File: src/hw/rtl/csp_pkg.sv
// Shared types and codes of the color string parser.
package csp_pkg;

	// Result status codes
	localparam logic [1:0] ST_OK   = 2'd0;
	localparam logic [1:0] ST_FORM = 2'd1;
	localparam logic [1:0] ST_NUM  = 2'd2;

	// Width of the result word on the output port
	localparam int unsigned RES_DATA_W = 40;

	// One input character with its end marker
	typedef struct packed {
		logic       last;
		logic [7:0] ch;
	} item_t;

	// One parsed color result
	typedef struct packed {
		logic [1:0] status;
		logic [7:0] alpha;
		logic [7:0] blue;
		logic [7:0] green;
		logic [7:0] red;
	} result_t;

endpackage

File: src/hw/rtl/color_string_parser_top.sv
// Top level of the color string parser.
// Takes one character per word on the slave side and gives one RGBA word on
// the master side for each character marked by s_tlast; other characters give
// no output. Throughput is one character per clock unless a final character
// waits on a full result register. A result passes the input register and
// then the result register. The per-character state update (prefix match,
// decimal accumulate, hex nibble pairing) is combinational between the two
// registers. While a result waits to be taken, the characters of the next
// string keep flowing; only its final character holds in the input register
// until the result register frees up.
module color_string_parser_top
	import csp_pkg::*;
(
	input  logic                  clk,
	input  logic                  arst_n,
	input  logic                  s_tvalid,
	output logic                  s_tready,
	input  logic [7:0]            s_tdata,  // [7:0] ch
	input  logic                  s_tlast,  // last
	output logic                  m_tvalid,
	input  logic                  m_tready,
	output logic [RES_DATA_W-1:0] m_tdata   // [7:0] red, [15:8] green, [23:16] blue,
	                                        // [31:24] alpha, [33:32] status, rest zero
);

	item_t   in_item;
	item_t   item_s1;
	logic    valid_s1;
	logic    advance;
	logic    step;
	logic    res_valid;
	result_t res;

	assign in_item = '{last: s_tlast, ch: s_tdata};

	// Only a final character needs room in the result register
	assign step = advance || !item_s1.last;

	csp_in_stage u_in (
		.clk      (clk),
		.arst_n   (arst_n),
		.in_valid (s_tvalid),
		.in_ready (s_tready),
		.in_item  (in_item),
		.advance  (step),
		.valid_s1 (valid_s1),
		.item_s1  (item_s1)
	);

	csp_core u_core (
		.clk       (clk),
		.arst_n    (arst_n),
		.en        (valid_s1 && step),
		.item      (item_s1),
		.res_valid (res_valid),
		.res       (res)
	);

	csp_out_stage u_out (
		.clk       (clk),
		.arst_n    (arst_n),
		.load      (res_valid),
		.res       (res),
		.advance   (advance),
		.out_valid (m_tvalid),
		.out_ready (m_tready),
		.out_data  (m_tdata)
	);

endmodule

File: src/hw/rtl/csp_in_stage.sv
// Input register stage of the color string parser.
module csp_in_stage
	import csp_pkg::*;
(
	input  logic       clk,
	input  logic       arst_n,
	input  logic       in_valid,
	output logic       in_ready,
	input  item_t      in_item,
	input  logic       advance,
	output logic       valid_s1,
	output item_t      item_s1
);

	logic valid_q;

	// Accept a new word whenever the stage is empty or drains this cycle
	assign in_ready = !valid_q || advance;
	assign valid_s1 = valid_q;

	always_ff @(posedge clk or negedge arst_n) begin
		if (!arst_n) begin
			valid_q <= 1'b0;
		end else if (in_ready) begin
			valid_q <= in_valid;
		end
	end

	// Hold the payload until the next word arrives
	always_ff @(posedge clk) begin
		if (in_valid && in_ready) begin
			item_s1 <= in_item;
		end
	end

endmodule

File: src/hw/rtl/csp_core.sv
// Per-character parse state and result logic of the color string parser.
module csp_core
	import csp_pkg::*;
(
	input  logic    clk,
	input  logic    arst_n,
	input  logic    en,
	input  item_t   item,
	output logic    res_valid,
	output result_t res
);

	typedef enum logic [3:0] {
		M_START, M_R, M_RG, M_RGB, M_RGBA, M_DEC3, M_DEC4, M_HEX, M_BAD
	} mode_t;

	mode_t      mode_q,  n_mode;
	logic [3:0] cpos_q,  n_cpos;
	logic [7:0] comp_q [4];
	logic [7:0] n_comp [4];
	logic [2:0] tidx_q,  n_tidx;
	logic [7:0] tval_q,  n_tval;
	logic [1:0] phase_q, n_phase;
	logic       neg_q,   n_neg;
	logic [3:0] hnib_q,  n_hnib;
	logic       err_q,   n_err;
	logic       seen_q,  n_seen;

	logic [7:0] c;
	logic       is_dec;
	logic [2:0] limit;
	logic       digit;
	logic       space;
	logic [4:0] hexv;
	logic       do_finish;
	logic       do_dec;
	logic [3:0] p;
	logic [7:0] v;
	logic [7:0] tok;

	// Hex digit value, bit 4 set when the character is a hex digit
	function automatic logic [4:0] hex_value(input logic [7:0] ch);
		logic [4:0] r;
		r = 5'd0;
		if (ch inside {["0":"9"]}) begin
			r = {1'b1, 4'(ch - 8'h30)};
		end else if (ch inside {["a":"f"]}) begin
			r = {1'b1, 4'(ch - 8'h57)};
		end else if (ch inside {["A":"F"]}) begin
			r = {1'b1, 4'(ch - 8'h37)};
		end
		return r;
	endfunction

	assign c      = item.ch;
	assign is_dec = (mode_q == M_DEC3) || (mode_q == M_DEC4);
	assign limit  = (mode_q == M_DEC3) ? 3'd3 : 3'd4;
	assign digit  = c inside {["0":"9"]};
	assign space  = (c == 8'd32) || (c inside {[8'd9:8'd13]});
	assign hexv   = hex_value(c);
	assign p      = cpos_q;
	assign tok    = neg_q ? 8'(8'd0 - tval_q) : tval_q;

	// A comma or the end of a seen token closes it; other characters extend it
	assign do_finish = is_dec && ((!item.last && c == ",") || (item.last && seen_q));
	assign do_dec    = is_dec && !item.last && c != ",";

	// Next state and the result of this character
	always_comb begin
		n_mode  = mode_q;
		n_cpos  = cpos_q;
		n_comp  = comp_q;
		n_tidx  = tidx_q;
		n_tval  = tval_q;
		n_phase = phase_q;
		n_neg   = neg_q;
		n_hnib  = hnib_q;
		n_err   = err_q;
		n_seen  = seen_q;
		v       = 8'd0;
		res     = '0;
		res.status = ST_FORM;

		// Prefix recognition
		if (!item.last) begin
			case (mode_q)
				M_START: begin
					if (c == "#") n_mode = M_HEX;
					else if (c == "r") n_mode = M_R;
					else n_mode = M_BAD;
				end
				M_R:    n_mode = (c == "g") ? M_RG : M_BAD;
				M_RG:   n_mode = (c == "b") ? M_RGB : M_BAD;
				M_RGB:  n_mode = (c == "a") ? M_RGBA : M_DEC3;
				M_RGBA: n_mode = M_DEC4;
				default: ;
			endcase
		end

		// Close a decimal token
		if (do_finish) begin
			if (tidx_q < limit) begin
				if (phase_q < 2'd2) n_err = 1'b1;
				else n_comp[tidx_q[1:0]] = tok;
			end
			if (tidx_q != 3'd7) n_tidx = tidx_q + 3'd1;
			n_tval  = 8'd0;
			n_phase = 2'd0;
			n_neg   = 1'b0;
			n_seen  = 1'b0;
		end

		// Extend a decimal token
		if (do_dec) begin
			n_seen = 1'b1;
			if (tidx_q < limit) begin
				case (phase_q)
					2'd0: begin
						if (space) begin
						end else if (c == "+" || c == "-") begin
							n_neg   = (c == "-");
							n_phase = 2'd1;
						end else if (digit) begin
							n_tval  = 8'(c - 8'h30);
							n_phase = 2'd2;
						end else begin
							n_err   = 1'b1;
							n_phase = 2'd3;
						end
					end
					2'd1: begin
						if (digit) begin
							n_tval  = 8'(c - 8'h30);
							n_phase = 2'd2;
						end else begin
							n_err   = 1'b1;
							n_phase = 2'd3;
						end
					end
					2'd2: begin
						if (digit) n_tval = 8'({tval_q, 3'd0} + {tval_q, 1'b0} + (c - 8'h30));
						else n_phase = 2'd3;
					end
					default: ;
				endcase
			end
		end

		// Hex payload: even position latches a lead, odd position stores a byte
		if (mode_q == M_HEX) begin
			if (cpos_q != 4'd15) n_cpos = cpos_q + 4'd1;
			if (!p[3]) begin
				if (!p[0]) begin
					if (hexv[4]) begin
						n_phase = 2'd1;
						n_hnib  = hexv[3:0];
					end else if (space || c == "+") begin
						n_phase = 2'd2;
					end else if (c == "-") begin
						n_phase = 2'd3;
					end else begin
						n_phase = 2'd0;
						n_err   = 1'b1;
					end
				end else begin
					case (phase_q)
						2'd1: v = hexv[4] ? {hnib_q, hexv[3:0]} : {4'd0, hnib_q};
						2'd2: begin
							if (hexv[4]) v = {4'd0, hexv[3:0]};
							else n_err = 1'b1;
						end
						2'd3: begin
							if (hexv[4]) v = 8'(8'd0 - {4'd0, hexv[3:0]});
							else n_err = 1'b1;
						end
						default: n_err = 1'b1;
					endcase
					n_comp[p[2:1]] = v;
				end
			end
		end

		// Result on the final character
		if (item.last) begin
			case (mode_q)
				M_RG: begin
					if (c == "b") res.status = ST_NUM;
				end
				M_RGB: begin
					if (c == "a") begin
						res.status = ST_NUM;
					end else begin
						res.status = ST_OK;
						res.alpha  = 8'hFF;
					end
				end
				M_RGBA: res.status = ST_OK;
				M_DEC3, M_DEC4: begin
					if (n_err) begin
						res.status = ST_NUM;
					end else begin
						res.status = ST_OK;
						res.red    = n_comp[0];
						res.green  = n_comp[1];
						res.blue   = n_comp[2];
						res.alpha  = (mode_q == M_DEC3) ? 8'hFF : n_comp[3];
					end
				end
				M_HEX: begin
					if (n_cpos != 4'd6 && n_cpos != 4'd8) begin
						res.status = ST_FORM;
					end else if (n_err) begin
						res.status = ST_NUM;
					end else begin
						res.status = ST_OK;
						res.red    = n_comp[0];
						res.green  = n_comp[1];
						res.blue   = n_comp[2];
						res.alpha  = (n_cpos == 4'd6) ? 8'hFF : n_comp[3];
					end
				end
				default: ;
			endcase

			// Return to the start of a string
			n_mode  = M_START;
			n_cpos  = 4'd0;
			n_comp  = '{default: 8'd0};
			n_tidx  = 3'd0;
			n_tval  = 8'd0;
			n_phase = 2'd0;
			n_neg   = 1'b0;
			n_hnib  = 4'd0;
			n_err   = 1'b0;
			n_seen  = 1'b0;
		end
	end

	assign res_valid = en && item.last;

	// Advance parse state by one character
	always_ff @(posedge clk or negedge arst_n) begin
		if (!arst_n) begin
			mode_q  <= M_START;
			cpos_q  <= 4'd0;
			comp_q  <= '{default: 8'd0};
			tidx_q  <= 3'd0;
			tval_q  <= 8'd0;
			phase_q <= 2'd0;
			neg_q   <= 1'b0;
			hnib_q  <= 4'd0;
			err_q   <= 1'b0;
			seen_q  <= 1'b0;
		end else if (en) begin
			mode_q  <= n_mode;
			cpos_q  <= n_cpos;
			comp_q  <= n_comp;
			tidx_q  <= n_tidx;
			tval_q  <= n_tval;
			phase_q <= n_phase;
			neg_q   <= n_neg;
			hnib_q  <= n_hnib;
			err_q   <= n_err;
			seen_q  <= n_seen;
		end
	end

endmodule

File: src/hw/rtl/csp_out_stage.sv
// Output result register of the color string parser.
module csp_out_stage
	import csp_pkg::*;
(
	input  logic                  clk,
	input  logic                  arst_n,
	input  logic                  load,
	input  result_t               res,
	output logic                  advance,
	output logic                  out_valid,
	input  logic                  out_ready,
	output logic [RES_DATA_W-1:0] out_data
);

	logic    valid_q;
	result_t res_q;

	// The parse stage may move when the slot is free or being emptied
	assign advance   = !valid_q || out_ready;
	assign out_valid = valid_q;
	assign out_data  = {(RES_DATA_W - $bits(result_t))'(0), res_q};

	always_ff @(posedge clk or negedge arst_n) begin
		if (!arst_n) begin
			valid_q <= 1'b0;
		end else if (advance) begin
			valid_q <= load;
		end
	end

	// Hold the result until taken
	always_ff @(posedge clk) begin
		if (advance && load) begin
			res_q <= res;
		end
	end

endmodule

File: config.mk
export PLATFORM = sky130hd
export DESIGN_NAME = color_string_parser_top
export DESIGN_NICKNAME = d
export VERILOG_FILES = /design/src/hw/rtl/csp_pkg.sv /design/src/hw/rtl/color_string_parser_top.sv /design/src/hw/rtl/csp_in_stage.sv /design/src/hw/rtl/csp_core.sv /design/src/hw/rtl/csp_out_stage.sv
export SDC_FILE = /design/constraint.sdc
export NUM_CORES = 1
export LEC_CHECK = 0
export BUFFER_PORTS_ARGS = -buffer_cell sky130_fd_sc_hd__buf_2
export CORE_MARGIN = 2
export CORE_UTILIZATION = 56
export DETAILED_ROUTE_END_ITERATION = 8
export GPL_TIMING_DRIVEN = 1
export HOLD_SLACK_MARGIN = 0.12
export PLACE_DENSITY_LB_ADDON = 0.05
export SYNTH_ARGS = -nofsm -noshare
export SYNTH_HDL_FRONTEND = slang
export SYNTH_SLANG_ARGS = --single-unit
File: constraint.sdc
create_clock -name clk -period 4.3 [get_ports clk]
set_clock_uncertainty 0.1 [all_clocks]
set_input_delay 0.86 -clock clk [delete_from_list [all_inputs] [get_ports clk]]
set_output_delay 0.86 -clock clk [all_outputs]
set_load 0.02 [all_outputs]
-- After elaboration in Yosys (flattened, before gate mapping)
Index checks and enable logic that the tools add are counted.
- $add $sub $neg: 10
- order comparisons: 14
- equal/unequal tests: 27
- mux-type cells: 108
- bitwise logic cells: 2
- reductions and logical operators: 41
- operators with widths (kind ; count):
    $mux 32 ; 10
    $mux 8 ; 19
    $pmux 8 s3 ; 3
    $bwmux 32 ; 2
    $mux 4 ; 14
    $pmux 24 s2 ; 1
    $eq 8x6->1 const B ; 5
    $mux 2 ; 17
    $demux 8 s2 ; 2
    $eq 8x7->1 const B ; 4
    $mux 1 ; 28
    $eq 4x3->1 const B ; 5
    $pmux 4 s5 ; 1
    $add 8x8->8 ; 2
    $ge 8x7->1 const B ; 2
    $le 8x7->1 const B ; 2
    $logic_and 1x1->1 ; 16
    $sub 8x6->8 const B ; 2
    $mux 5 ; 3
    $mux 3 ; 4
    $pmux 2 s5 ; 1
    $eq 4x2->1 const B ; 2
    $ge 8x4->1 const B ; 1
    $ge 8x6->1 const B ; 1
    33 further kinds ; 55
- flip-flop bits (word level): 105
- output and inout bits: 42
- word-level logic and storage cells: 224

-- Logic depth before layout (Yosys ltp)
- depth in word-level cells: 20
- gate-level depth with buffers: 14
- mapped depth without buffers: 13

-- Hierarchy
From an unflattened synthesis, not the netlist that was laid out.
- cell total of the unflattened synthesis: 769
- area, all modules: 7302.0 um^2
- modules (own cells, without submodules) (module ; times used ; cells each ; area each (um^2) ; sequential area each (um^2)):
    csp_core ; 1 ; 709 ; 5831.8 ; 1501.4
    csp_out_stage ; 1 ; 45 ; 1123.6 ; 1046.0
    csp_in_stage ; 1 ; 13 ; 324.1 ; 295.3
    color_string_parser_top ; 1 ; 2 ; 22.5 ; 0.0

-- Worst setup path before layout
No wires, ideal clock.
- path type: register to register
- start: register, netlist name u_in.item_s1[1]
- end: register u_out.res_q (netlist bit u_out.out_data[26]) (data pin)
- arrival time: 2939 ps
- data required time: 4054 ps
- slack: 1114 ps
- stages on the path, launching flop included: 13
- path buffers: 0
- period minus slack after synthesis: 3186 ps
- path through: edfxtp_1 -> inv_1 -> ha_1 -> o21bai_1 -> a21bo_1 -> a21o_1 -> nand3_1 -> nand2_1 -> ha_1 -> or4_4 -> a21oi_4 -> o311ai_1 -> a21oi_1
- cells in the longest elaborated chain, start to end: 20
- elaborated cells between the ends (all ways): 66
- classes of those cells: add/sub: 4; order compare: 8; eq/ne: 6; mux: 37; reduce/logical: 11
- RTL lines (item ; line ; RTL):
    parallel branches: the longest is 19 deep, another holds $ge 8x7->1 ; n/a ;
    $pmux 8 s3 (*) ; csp_core.sv:185 ; case (mode_q)
    end signal, assigned ; csp_out_stage.sv:34 ; res_q <= res;
    end, declared ; csp_out_stage.sv:16 ; result_t res_q;
Every way passes the cells marked *. The select of a mux whose other input is x is not followed.
A chain may end at the register's enable or synchronous reset.

-- Worst setup path after layout
- start: register, netlist name u_in.item_s1[1]
- end: register u_out.res_q (netlist bit u_out.out_data[12]) (data pin)
- cells in the longest elaborated chain, start to end: 20
- elaborated cells between the ends (all ways): 61
- classes of those cells: add/sub: 4; order compare: 8; eq/ne: 5; mux: 33; reduce/logical: 11
- RTL lines (item ; line):
    parallel branches: the longest is 19 deep, another holds $ge 8x7->1 ; n/a
    $pmux 24 s2 (*) ; csp_core.sv:185
Marked as above.

==> run_results.csv <==
group,metric,value,unit
die,dieArea,13600,um^2
drt,drt_first_pass_iters,7,
layout,layout_commonest_cell,"nand2_1",
yosys,synth.distinct_cells,89,
drt,postRouteWirelength,19.18,mm
worst_hold_path,hold_class,"register to register",
yosys,yosysWarnings,0,
clock_network,clockBufferDepth,2,
sta,rsz0062_at_grt,"false",
placed_design,dp_hpwl,14.06,mm
power,power.net_switching,0.0009356,W
drt,viasPerCell,6.219,
yosys,syn_avg_cell_area,9.233,um^2
worst_setup_path,slowest_delay,0.55,ns
drt,ant_nets,0,
layout,drive_above_1_share,14.18,%
placed_design,dp_cells,953,
sta,fin_ws,0.5531,ns
worst_setup_path,critPathLaunchType,"register",
die,die_h,116.6,um
clock_network,ctsResizeCount,0,
yosys,synth_top_area_cell,"dfrtp_1",
power,internal_power,0.001781,W
power,powerDensity,354.3,nW/um^2
yosys,synth_edf_count,43,
layout,instances_no_fill,969,
sta,hold_viol_final,0,
yosys,syn_area,7101,um^2
die,start_util,56.73,%
global_route,grt_pass1_vias,5706,
drt,wl_per_cell,19.80,um
clock_network,hold_buffers,0,
layout,antenna_cells,0,
power,swShare,34.44,%
run,cap_violations,0,
yosys,synth_top_cell_area_share,21.85,%
clock_network,cts_sinks,105,
worst_setup_path,arrival,3.75,ns
run_status,status,"finished clean",
worst_setup_path,worstPathMaxFanout,12,
clock_network,post_cts_buffers,0,
worst_hold_path,hold_path_depth,2,
placed_design,gp_congestion,0.9819,
yosys,synthCells,769,
worst_setup_path,crit_chain,"inv_1 > ha_1 > o21bai_1 > a21bo_1 > a21oi_4 > a21oi_1 > nand2_1 > ha_1 > o211ai_1 > and3_1 > a21oi_1 > mux2i_1 > nor2b_1",
sta,fmax,0.2669,GHz
clock_network,clk_pin_slew,0.08,ns
sta,relSlewSlack,28.09,%
sta,finalSetupTns,0,ns
die,core,12520,um^2
worst_setup_path,cp.required,4.30,ns
worst_setup_path,end_kind,"register",
clock_network,cts_buffers,9,
sta,tightest_slew,1.076,ns
global_route,grt_overflow,0,
sta,min_period_over_period,87.14,%
sta,maxSlewViolCount,0,
worst_setup_path,crit_buf_inv,1,
drt,vias,6026,
power,clock_power_share,29.6,%
clock_network,clkLatencyLatePin,0.37,ns
layout,layout_common_cells,"nand2_1, nor2_1, dfrtp_1, a21oi_1, o21ai_0",
yosys,synthArstFlopShare,59.05,%
sta,setup_viol,0,
worst_setup_path,reg2regPathDepth,13,
yosys,netlist_top_cells_area,"dfrtp_1, edfxtp_1, ha_1",
worst_setup_path,critPathTopFamily,"compound AO/OA/AOI/OAI gates",
power,p_seq_share,45.4,%
clock_network,htree_levels,3,
yosys,synthFlopType,"dfrtp_1",
global_route,grt_use_total,29.43,%
drt,route.detailed.drc,0,
power,cellLeakagePower,3.266,nW
layout,area_growth_syn_to_layout,7.982,%
die,fp-row-count,41,
power,ir_worst_vdd,297.7,uV
placed_design,placed_area,7387,um^2
worst_setup_path,cp.depth,13,
drt,drtIter0Drc,664,
yosys,synth_seq_cells,105,
placed_design,preCtsSetupSlack,0.5982,ns
layout,nFillCells,1093,
global_route,grt_pass1_wl,30.33,mm
placed_design,port_buffers,48,
power,power_frac_comb,25.0,%
global_route,grt_max_degree,41,
clock_network,cts_tree,"yes",
worst_setup_path,crit_path_top_delay_cell,"edfxtp_1",
yosys,ys_seq_area_share,40.04,%
die,ios,55,
layout,nets,837,
global_route,grt_antenna_before_repair,0,
worst_setup_path,worstSetupPathType,"register to register",
layout,fin_area,7667,um^2
sta,period_minus_slack,3.747,ns
die,dieWidth,116.6,um
clock_network,cts-root-buf,"clkbuf_16",
-- power groups by stage --
stage	logic (W)	registers, W	clock network, W
final	0.000680	0.00123	0.000804
after detailed placement	0.000677	0.00125	0
after global placement	0.000661	0.00125	0
after floorplan	0.000548	0.00120	0
after CTS	0.000680	0.00123	0.000815
after global routing	0.000760	0.00125	0.000854
-- stage by stage --
stage / power [W] / utilization (%) / hold WS (ns)
floorplan: 0.001745 / - / 0.3385
finish: 0.002717 / 61.26 / 0.3829
CTS: 0.002726 / 61.26 / 0.3846
detailed placement: 0.001928 / 59.02 / 0.3676
global route: 0.002862 / 61.26 / 0.4117
global placement: 0.001909 / 59.02 / 0.3508
-- synth_stat cells, drive strengths merged, types with 6 or more instances --
library cell	n
nand2	94
o21ai	68
nor2	66
dfrtp	62
a21oi	58
edfxtp	43
mux2i	33
clkbuf	30
ha	27
inv	27
buf	21
nand3	19
a22o	17
nor3	17
xnor2	15
and3	14
a31oi	12
a22oi	11
nor2b	10
nand2b	8
o31ai	8
mux2	7
a21o	6
a32o	6
nand4	6
-- cell type report --
cell class | instances | area, um^2 | area share, %
Clock buffer | 10 | 229.0 | 2.986
Clock inverter | 6 | 51.30 | 0.6691
Inverter | 28 | 107.6 | 1.403
Multi-Input combinational cell | 590 | 3906 | 50.95
Sequential cell | 105 | 2843 | 37.08
Tap cell | 172 | 215.2 | 2.807
Timing Repair Buffer | 58 | 315.3 | 4.112
-- kinds of logic after synthesis --
kind of cell             synth area share, %
adder cells (fa/ha/maj)                6.308
buffers and inverters                  5.216
AND/OR/NAND/NOR                        19.63
multiplexers                           5.762
other                                0.05281
flip-flops                             40.04
XOR/XNOR                               1.956
AO/OA/AOI/OAI                          21.04
-- worst min-delay path, delay by kind of cell (launching register included) --
kind             cells  cell delay [ns]
AND/OR/NAND/NOR      2             0.10
flip-flops           1             0.35
-- registers in the layout, summed over array words and instances (netlist names), 2 cells and up --
| signal | cells |
|---|---|
| u_in.item_s1 | 9 |
| u_core.tidx_q | 3 |
| u_core.hnib_q | 4 |
| u_core.cpos_q | 4 |
| u_out.out_data | 34 |
| u_core.tval_q | 8 |
| u_core.phase_q | 2 |
| u_core.comp_q | 32 |
| u_core.mode_q | 4 |
-- worst paths after layout --
check                                       from                  to  slack, ns
worst min register to register  u_core.comp_q[3]    u_core.comp_q[3]       0.38
worst max register to register   u_in.item_s1[1]  u_out.out_data[12]       0.55
min in group asynchronous                 arst_n   u_core.comp_q[16]       0.56
worst max-delay path             u_in.item_s1[1]  u_out.out_data[12]       0.55
max in group asynchronous                 arst_n   u_core.comp_q[13]       2.66
worst min-delay path            u_core.comp_q[3]    u_core.comp_q[3]       0.38
-- per-layer routing --
metal	GRT usage, %	share of wire (%)	up-vias
met4	9.882	2.1	0
met3	4.048	5.0	30
met1	38.69	44	2923
met2	50.27	49	229
met5	0	0	-
li1	-	-	2844
(Power assumes the default switching activity.)
